[config.mk]
export PLATFORM = sky130hd
export DESIGN_NAME = h3_settings_payload_parser_top
export DESIGN_NICKNAME = d
export VERILOG_FILES = /design/src/hdl/h3sp_pkg.sv /design/src/hdl/h3sp_in_stage.sv /design/src/hdl/h3sp_decoder.sv /design/src/hdl/h3sp_out_stage.sv /design/src/hdl/h3_settings_payload_parser_top.sv
export SDC_FILE = /design/constraint.sdc
export NUM_CORES = 1
export LEC_CHECK = 0
export BUFFER_PORTS_ARGS = -buffer_cell sky130_fd_sc_hd__buf_2
export CORE_ASPECT_RATIO = 1.2
export CORE_MARGIN = 10
export CORE_UTILIZATION = 40
export CTS_CLUSTER_DIAMETER = 40
export DETAILED_ROUTE_END_ITERATION = 10
export SYNTH_ARGS = -nofsm -noshare
export SYNTH_HDL_FRONTEND = slang
export SYNTH_SLANG_ARGS = --single-unit
[constraint.sdc]
create_clock -name clk -period 10.23 [get_ports clk]
set_input_delay 1.023 -clock clk [delete_from_list [all_inputs] [get_ports clk]]
set_output_delay 1.023 -clock clk [all_outputs]
set_load 0.02 [all_outputs]
[src/hdl/h3sp_pkg.sv]
`timescale 1ns / 1ps

package h3sp_pkg;

    localparam int VALUE_W   = 62;
    localparam int SECTION_W = 64;
    localparam int COUNT_W   = 3;

    localparam logic [VALUE_W-1:0] ID_TABLE_CAPACITY = VALUE_W'(8'h01);
    localparam logic [VALUE_W-1:0] ID_RESERVED_LO    = VALUE_W'(8'h02);
    localparam logic [VALUE_W-1:0] ID_RESERVED_HI    = VALUE_W'(8'h05);
    localparam logic [VALUE_W-1:0] ID_SECTION_SIZE   = VALUE_W'(8'h06);
    localparam logic [VALUE_W-1:0] ID_BLOCKED        = VALUE_W'(8'h07);

    localparam logic [VALUE_W-1:0]   CAPACITY_DEFAULT = '0;
    localparam logic [SECTION_W-1:0] SECTION_DEFAULT  = 64'hFFFF_FFFF_FFFF_FFFF;
    localparam logic [VALUE_W-1:0]   BLOCKED_DEFAULT  = '0;

    typedef enum logic [1:0] {
        STATUS_OK       = 2'd0,
        STATUS_TRUNC    = 2'd1,
        STATUS_RESERVED = 2'd2
    } status_t;

    typedef struct packed {
        logic [7:0] data;
        logic       last;
    } byte_item_t;

    typedef struct packed {
        status_t                status;
        logic [VALUE_W-1:0]     capacity;
        logic [SECTION_W-1:0]   section_size;
        logic [VALUE_W-1:0]     blocked;
    } result_t;

endpackage

[src/hdl/h3sp_in_stage.sv]
`timescale 1ns / 1ps

module h3sp_in_stage
(
    input  logic                 clk,
    input  logic                 rst_n,
    input  logic                 in_valid,
    output logic                 in_stall,
    input  logic [7:0]           payload_byte,
    input  logic                 last_byte,
    input  logic                 advance,
    output logic                 item_valid,
    output h3sp_pkg::byte_item_t item
);

    logic                 valid_reg;
    logic                 valid_next;
    h3sp_pkg::byte_item_t item_reg;
    logic                 accept;

    assign in_stall   = valid_reg && !advance;
    assign accept     = in_valid && !in_stall;
    assign item_valid = valid_reg;
    assign item       = item_reg;

    always_comb
    begin
        if (accept)
        begin
            valid_next = 1'b1;
        end
        else if (advance)
        begin
            valid_next = 1'b0;
        end
        else
        begin
            valid_next = valid_reg;
        end
    end

    always_ff @(posedge clk or negedge rst_n)
    begin
        if (!rst_n)
        begin
            valid_reg <= 1'b0;
        end
        else
        begin
            valid_reg <= valid_next;
        end
    end

    always_ff @(posedge clk)
    begin
        if (accept)
        begin
            item_reg.data <= payload_byte;
            item_reg.last <= last_byte;
        end
    end

endmodule

[src/hdl/h3sp_decoder.sv]
`timescale 1ns / 1ps

module h3sp_decoder
(
    input  logic                 clk,
    input  logic                 rst_n,
    input  logic                 take,
    input  h3sp_pkg::byte_item_t item,
    output h3sp_pkg::result_t    result
);

    localparam int VW = h3sp_pkg::VALUE_W;
    localparam int SW = h3sp_pkg::SECTION_W;
    localparam int CW = h3sp_pkg::COUNT_W;

    logic                want_value_reg, want_value_next;
    logic [CW-1:0]       bytes_left_reg, bytes_left_next;
    logic [VW-1:0]       acc_reg, acc_next;
    logic [VW-1:0]       held_id_reg, held_id_next;
    logic [VW-1:0]       capacity_reg, capacity_next;
    logic [SW-1:0]       section_reg, section_next;
    logic [VW-1:0]       blocked_reg, blocked_next;
    h3sp_pkg::status_t   error_reg, error_next;
    h3sp_pkg::status_t   status;

    always_comb
    begin
        want_value_next = want_value_reg;
        bytes_left_next = bytes_left_reg;
        acc_next        = acc_reg;
        held_id_next    = held_id_reg;
        capacity_next   = capacity_reg;
        section_next    = section_reg;
        blocked_next    = blocked_reg;
        error_next      = error_reg;

        if (error_reg == h3sp_pkg::STATUS_OK)
        begin
            if (bytes_left_reg == '0)
            begin
                acc_next = VW'(item.data[5:0]);
                unique case (item.data[7:6])
                    2'd0: bytes_left_next = CW'(0);
                    2'd1: bytes_left_next = CW'(1);
                    2'd2: bytes_left_next = CW'(3);
                    2'd3: bytes_left_next = CW'(7);
                    default: bytes_left_next = CW'(0);
                endcase
            end
            else
            begin
                acc_next        = {acc_reg[VW-9:0], item.data};
                bytes_left_next = bytes_left_reg - CW'(1);
            end

            if (bytes_left_next == '0)
            begin
                if (!want_value_reg)
                begin
                    held_id_next    = acc_next;
                    want_value_next = 1'b1;
                end
                else
                begin
                    want_value_next = 1'b0;
                    priority if (held_id_reg == h3sp_pkg::ID_TABLE_CAPACITY)
                    begin
                        capacity_next = acc_next;
                    end
                    else if (held_id_reg == h3sp_pkg::ID_SECTION_SIZE)
                    begin
                        section_next = SW'(acc_next);
                    end
                    else if (held_id_reg == h3sp_pkg::ID_BLOCKED)
                    begin
                        blocked_next = acc_next;
                    end
                    else if (held_id_reg >= h3sp_pkg::ID_RESERVED_LO &&
                             held_id_reg <= h3sp_pkg::ID_RESERVED_HI)
                    begin
                        error_next = h3sp_pkg::STATUS_RESERVED;
                    end
                    else
                    begin
                        error_next = error_reg;
                    end
                end
            end
        end

        if (error_next == h3sp_pkg::STATUS_OK &&
            (bytes_left_next != '0 || want_value_next))
        begin
            status = h3sp_pkg::STATUS_TRUNC;
        end
        else
        begin
            status = error_next;
        end
    end

    assign result.status       = status;
    assign result.capacity     = capacity_next;
    assign result.section_size = section_next;
    assign result.blocked      = blocked_next;

    // Return to defaults after the last byte of a payload.
    always_ff @(posedge clk or negedge rst_n)
    begin
        if (!rst_n)
        begin
            want_value_reg <= 1'b0;
            bytes_left_reg <= '0;
            acc_reg        <= '0;
            held_id_reg    <= '0;
            capacity_reg   <= h3sp_pkg::CAPACITY_DEFAULT;
            section_reg    <= h3sp_pkg::SECTION_DEFAULT;
            blocked_reg    <= h3sp_pkg::BLOCKED_DEFAULT;
            error_reg      <= h3sp_pkg::STATUS_OK;
        end
        else if (take)
        begin
            if (item.last)
            begin
                want_value_reg <= 1'b0;
                bytes_left_reg <= '0;
                acc_reg        <= '0;
                held_id_reg    <= '0;
                capacity_reg   <= h3sp_pkg::CAPACITY_DEFAULT;
                section_reg    <= h3sp_pkg::SECTION_DEFAULT;
                blocked_reg    <= h3sp_pkg::BLOCKED_DEFAULT;
                error_reg      <= h3sp_pkg::STATUS_OK;
            end
            else
            begin
                want_value_reg <= want_value_next;
                bytes_left_reg <= bytes_left_next;
                acc_reg        <= acc_next;
                held_id_reg    <= held_id_next;
                capacity_reg   <= capacity_next;
                section_reg    <= section_next;
                blocked_reg    <= blocked_next;
                error_reg      <= error_next;
            end
        end
    end

endmodule

[src/hdl/h3sp_out_stage.sv]
`timescale 1ns / 1ps

module h3sp_out_stage
(
    input  logic              clk,
    input  logic              rst_n,
    input  logic              load,
    input  h3sp_pkg::result_t result,
    output logic              ready,
    output logic              out_valid,
    input  logic              out_stall,
    output h3sp_pkg::result_t held
);

    logic              valid_reg;
    logic              valid_next;
    h3sp_pkg::result_t result_reg;

    assign ready     = !valid_reg || !out_stall;
    assign out_valid = valid_reg;
    assign held      = result_reg;

    always_comb
    begin
        if (load)
        begin
            valid_next = 1'b1;
        end
        else if (!out_stall)
        begin
            valid_next = 1'b0;
        end
        else
        begin
            valid_next = valid_reg;
        end
    end

    always_ff @(posedge clk or negedge rst_n)
    begin
        if (!rst_n)
        begin
            valid_reg <= 1'b0;
        end
        else
        begin
            valid_reg <= valid_next;
        end
    end

    always_ff @(posedge clk)
    begin
        if (load)
        begin
            result_reg <= result;
        end
    end

endmodule

[src/hdl/h3_settings_payload_parser_top.sv]
`timescale 1ns / 1ps
// Path: a last byte is held in the input register, then its result in the result register.
// Throughput: one byte per cycle; the decode state updates as a byte passes
// between the input register and the result register. A last byte waits in the
// input register only while the previous result is still stalled at the output.
// Reset: asynchronous, active low; clears the valid flags of both registers and returns the
// settings to their defaults (capacity 0, section size all ones, blocked 0).

module h3_settings_payload_parser_top
(
    input  logic        clk,
    input  logic        rst_n,
    input  logic        in_valid,
    output logic        in_stall,
    input  logic [7:0]  payload_byte,
    input  logic        last_byte,
    output logic        out_valid,
    input  logic        out_stall,
    output logic [1:0]  status,
    output logic [61:0] table_capacity,
    output logic [63:0] field_section_size,
    output logic [61:0] blocked_streams
);

    logic                 item_valid;
    h3sp_pkg::byte_item_t item;
    logic                 advance;
    logic                 out_ready;
    h3sp_pkg::result_t    result;
    h3sp_pkg::result_t    held;

    // Advance a byte unless it ends a payload and the result slot is busy.
    assign advance = item_valid && (!item.last || out_ready);

    h3sp_in_stage u_in_stage
    (
        .clk          (clk),
        .rst_n        (rst_n),
        .in_valid     (in_valid),
        .in_stall     (in_stall),
        .payload_byte (payload_byte),
        .last_byte    (last_byte),
        .advance      (advance),
        .item_valid   (item_valid),
        .item         (item)
    );

    h3sp_decoder u_decoder
    (
        .clk    (clk),
        .rst_n  (rst_n),
        .take   (advance),
        .item   (item),
        .result (result)
    );

    h3sp_out_stage u_out_stage
    (
        .clk       (clk),
        .rst_n     (rst_n),
        .load      (advance && item.last),
        .result    (result),
        .ready     (out_ready),
        .out_valid (out_valid),
        .out_stall (out_stall),
        .held      (held)
    );

    assign status             = held.status;
    assign table_capacity     = held.capacity;
    assign field_section_size = held.section_size;
    assign blocked_streams    = held.blocked;

endmodule

* After elaboration in Yosys (flattened, before gate mapping) *
Index checks and enable logic that the tools add are counted.

word-level totals
  register bits = 511
  output and inout port bits = 192
  word-level logic and storage cells = 98

cells by class
  $add $sub $neg = 1
  order comparisons = 2
  eq/ne operators = 8
  mux-type cells = 46
  reductions and logical operators = 25

operator list
  kind                                                                                   count
  62-bit 2-to-1 mux                                                                      17
  64-bit 2-to-1 mux                                                                      6
  62-bit by 3-bit == test with 1-bit output (second input constant)                      2
  54-bit 2-to-1 mux                                                                      2
  62-bit by 1-bit == test with 1-bit output (second input constant)                      1
  62-bit by 2-bit greater-or-equal comparator with 1-bit output (second input constant)  1
  62-bit by 3-bit <= comparator with 1-bit output (second input constant)                1
  2-bit 2-to-1 mux                                                                       8
  3-bit 2-to-1 mux                                                                       4
  3-bit case mux with 4 select lines                                                     1
  1-bit 2-to-1 mux                                                                       8
  1-bit logical AND                                                                      6
  2-bit logical NOT                                                                      3
  3-bit logical NOT                                                                      2
  2-bit nonzero test                                                                     3
  1-bit logical NOT                                                                      5
  2-bit == test (second input constant)                                                  2
  4-bit AND reduction                                                                    1
  1-bit logical OR                                                                       3
  3-bit nonzero test                                                                     1
  3-bit by 1-bit subtractor with 3-bit output (second input constant)                    1
  2-bit by 1-bit == test with 1-bit output (second input constant)                       1
  2-bit by 1-bit != test with 1-bit output (second input constant)                       1
  2-bit != test (second input constant)                                                  1
  2-bit AND reduction                                                                    1

* Depth between registers and ports, before layout *
  depth in word-level cells = 11
  mapped depth = 12
  depth with buffers taken out = 7

* Modules after synthesis *
A second synthesis with hierarchy kept.

second synthesis, totals
  cell total of the unflattened synthesis = 1,886
  area, all modules = 21,406.8 um^2

by module, submodules not included
  module                          times used  cells each  area an instance (um^2)
  h3sp_decoder                    1           1,676       15,318.4
  h3sp_out_stage                  1           193         5,741.8
  h3sp_in_stage                   1           14          327.8
  h3_settings_payload_parser_top  1           3           18.8

* Worst setup path before layout *
OpenSTA, ideal clock, no wires.

  kind = input-to-reg
  start point = in out_stall
  end point = reg u_out_stage.result_reg, in the netlist u_out_stage.held[0], enable pin
  library setup time = 0.541 ns
  arrival time = 5.376 ns
  required time = 9.689 ns
  slack = 4.314 ns
  stages = 5
  buffers on the path = 1
  path through = nand3_1 > and2_0 > clkbuf_1 > nand2_1 > inv_1

between the ends
  cells in the longest elaborated chain, start to end = 5

ends and longest elaborated chain
  item                  RTL line                              source
  start, declared       h3_settings_payload_parser_top.sv:18  input logic out_stall,
  1-bit logical NOT     h3sp_out_stage.sv:19                  assign ready = !valid_reg || !out_stall;
  1-bit logical OR      h3sp_out_stage.sv:19
  1-bit logical OR      h3_settings_payload_parser_top.sv:33  assign advance = item_valid && (!item.last || out_ready);
  1-bit logical AND     h3_settings_payload_parser_top.sv:33
  1-bit logical AND     h3_settings_payload_parser_top.sv:61  .load (advance && item.last),
  via u_out_stage.load  h3sp_out_stage.sv:7                   input logic load,
  end signal, assigned  h3sp_out_stage.sv:55                  result_reg <= result;
  end, declared         h3sp_out_stage.sv:17                  h3sp_pkg::result_t result_reg;

The timed path passes the listed nets, and every way through them passes these cells.
A chain may end at the register's enable or synchronous reset.

==> flow_summary.json <==
{
  "finalHoldViolCount": 0,
  "vias_per_cell": 5.93,
  "crit_path_end_kind": "register",
  "sequential_power_share_pct": 43.2,
  "root_buffer": "sky130_fd_sc_hd__clkbuf_16",
  "fmax_ghz": 0.248,
  "worstPathRequired_ns": 10.57,
  "edff_count_synth": 199,
  "detailed_placement_hpwl_um": 41700,
  "dpl_cell_area_sq_um": 24500,
  "timing.final.setup_violations": 0,
  "power.internal_mw": 4.16,
  "synth-main-ff-cell": "sky130_fd_sc_hd__dfrtp_1",
  "grt_remaining_overflow": 0,
  "synth_cell_type_count": 47,
  "yosys.cell_count.top_type": "sky130_fd_sc_hd__o21ai_0",
  "p_clk_share_pct": 40.4,
  "clk_pin_slew_worst_paths_ns": 0.06,
  "numCtsBuffers": 70,
  "synth_cells": 2139,
  "largest_reg_flops": 190,
  "insertion_delay_of_the_later_clocked_pin_in_the_worst_skew_pair_ns": 0.60,
  "worst-endpoint-arrival_ns": 4.37,
  "floorplan.die.height_um": 283,
  "timing_worst_slew_pin_value_ns": 1.24,
  "antenna_violating_nets_post_route": 0,
  "drc": 0,
  "synth.ff_latch_count": 511,
  "drt_pass1_iterations": 5,
  "route.detailed.wl_per_inst_um": 23.5,
  "max-slew-margin-rel_pct": 17.1,
  "maxSlewViolCount": 0,
  "yosysWarningCount": 0,
  "synth-async-reset-ratio_pct": 61.1,
  "overall_die_area_sq_um": 67700,
  "crit_path_max_incr_delay_ns": 0.80,
  "synth_top_area_share_pct": 26.9,
  "ctsHtreeMaxLevel": 3,
  "outcome": "completed",
  "area.growth.synth_to_final_pct": 16.3,
  "switching_power_mw": 1.81,
  "yosys-top-cells-area": "sky130_fd_sc_hd__dfrtp_1 27%, sky130_fd_sc_hd__edfxtp_1 26%, sky130_fd_sc_hd__o21ai_0 8.2%",
  "placement_row_count": 96,
  "synth_area_per_inst_sq_um": 10.8,
  "gp_congestion": 0.799,
  "nNetsFinal": 2247,
  "netlist_area_sq_um": 23100,
  "final.min_clock_period_ns": 4.03,
  "timing.clock.skew_ns": 0.0315,
  "port_buffers": 204,
  "setup.reg_to_reg.worst_slack_ns": 6.20,
  "via_count_of_the_first_global_routing_pass": 17938,
  "final.fill_count": 5239,
  "slowest_cell_on_crit_path": "sky130_fd_sc_hd__or4_4",
  "post-cts-setup-buffer-count": 0,
  "seq_area_sq_um": 13900,
  "fin_tns_setup_ns": 0,
  "post_cts_hold_fix_bufs": 0,
  "power.density_cell_area_nw_per_um2": 223,
  "yosysTopAreaCell": "sky130_fd_sc_hd__dfrtp_1",
  "worstPathMaxFanout": 64,
  "final_cell_count_no_fill": 3020,
  "grt_use_total_pct": 20.5,
  "worst_setup_path_start_kind": "register",
  "number_of_antenna_violations_at_the_first_check_in_global_routing": 1,
  "postLayoutCellArea_sq_um": 26800,
  "floorplan.initialDensity_pct": 40.3,
  "drive_above_1_share_pct": 19.3,
  "synth_sequential_area_ratio_pct": 60.1,
  "grt_start_max_net_pins": 234,
  "worst_hold_slack_ns": 0.453,
  "min_period_over_period_pct": 39.4,
  "routed_wirelength_um": 71000,
  "power.static_leakage_nw": 10.0,
  "clk_path_buf_depth": 3,
  "yosys-top-cells-count": "376 x sky130_fd_sc_hd__o21ai_0, 248 x sky130_fd_sc_hd__dfrtp_1, 239 x sky130_fd_sc_hd__nand2_1",
  "vdd_drop_max_mv": 0.108,
  "combinationalPowerShare_pct": 16.4,
  "switching_share_pct": 30.3,
  "antenna_cells_inserted": 0,
  "rsz_0062_raised_after_global_routing": "no",
  "tritoncts_clock_tree": "done",
  "core-area_sq_um": 57200,
  "boundaryPins": 205,
  "cap_violations": 0,
  "fp.dieW_um": 239,
  "critical_path_class": "register to register",
  "syn-num-nets": 2154,
  "crit_path_cell_trace": "inv_1 > ha_1 > nand2b_4 > a31oi_1 > or4_4 > nor2_4 > buf_4 > mux2_2",
  "dr.first_iter.drc_count": 1847,
  "dp.cells": 2895,
  "routed-via-count": 17912,
  "cts_resized": 0,
  "timing.hold.worst.class": "input pin to async pin",
  "clock_sink_count": 511,
  "grt_first_pass_wirelength_um": 110000,
  "multi_input_comb_area_sq_um": 8270
}
[stage by stage]
| stage | utilization [%] | setup WS, ns | total power, mW |
|---|---|---|---|
| 5_1_grt | 46.9 | 5.92 | 6.24 |
| 3_3_place_gp | 42.9 | 5.77 | 3.55 |
| 6_report | 46.9 | 6.20 | 5.97 |
| 4_1_cts | 46.9 | 6.21 | 6.01 |
| 2_1_floorplan | - | 4.31 | 3.24 |
| 3_5_place_dp | 42.9 | 5.68 | 3.58 |
[placed cells by master, fill, tap and decap left out, types with 56 or more instances in the layout]
cell type,netlist,routed
sky130_fd_sc_hd__o211ai_1,124,124
sky130_fd_sc_hd__edfxtp_1,199,199
sky130_fd_sc_hd__a21oi_1,58,58
sky130_fd_sc_hd__dfrtp_1,248,248
sky130_fd_sc_hd__clkbuf_16,0,74
sky130_fd_sc_hd__nor2b_1,126,125
sky130_fd_sc_hd__o21ai_0,376,376
sky130_fd_sc_hd__inv_1,63,62
sky130_fd_sc_hd__mux2i_1,56,56
sky130_fd_sc_hd__nand2_1,239,235
sky130_fd_sc_hd__o2bb2ai_1,56,56
sky130_fd_sc_hd__dfstp_2,64,64
sky130_fd_sc_hd__a211oi_1,70,70
sky130_fd_sc_hd__a221oi_1,56,56
sky130_fd_sc_hd__buf_2,6,203
[worst max-delay path: cells and delay by family (launching register included)]
family / cells / cell delay [ns]
buffers and inverters: 2 / 0.79
DFF: 1 / 0.41
adders and majority gates: 1 / 0.27
muxes: 1 / 0.42
AOI/OAI and AO/OA: 1 / 0.37
and+or+nand+nor: 3 / 1.50
[final timing paths]
kind,start,end,cells after the start
setup / recovery,u_decoder.bytes_left_reg[0],u_out_stage.held[63],8
hold / removal,rst_n,u_decoder.blocked_reg[39],1
setup reg to reg,u_decoder.bytes_left_reg[0],u_out_stage.held[63],8
hold reg to reg,u_decoder.held_id_reg[46],u_decoder.held_id_reg[46],1
max in group asynchronous,rst_n,u_decoder.blocked_reg[6],2
min in group clk,u_decoder.held_id_reg[46],u_decoder.held_id_reg[46],1
[power groups by stage]
stage	Combinational [mW]	Clock, mW	Sequential, mW
global route	1.09	2.55	2.60
floorplan	0.614	0	2.63
CTS	0.986	2.46	2.57
global placement	0.954	0	2.59
finish	0.979	2.41	2.58
detailed placement	0.979	0	2.61
[cell type report]
class | count | share of cell area, %
clock buffers | 87 | 7.24
clock inverters | 38 | 1.36
flip-flops and latches | 511 | 51.7
well taps | 735 | 3.43
multi-input cells | 1360 | 30.8
inverters | 63 | 0.910
repair buffers | 226 | 4.55
[cell families after synthesis]
logic type / after synthesis / synth area share (%)
AOI/OAI and AO/OA: 788 / 21.3
DFF: 511 / 60.1
and+or+nand+nor: 495 / 10.6
buffers and inverters: 268 / 4.52
muxes: 74 / 3.31
adders and majority gates: 2 / 0.108
xor gates and xnor gates: 1 / 0.0380
[layer usage]
layer  share of wire [%]  vias up  global-route usage [%]
met5              0.0099        -                       0
met4                 2.8        2                    7.62
met3                 5.4      116                    3.24
met2                  51      627                    34.9
met1                  41     9120                    25.9
li1                    -     8047                       -
(Power assumes the default switching activity.)
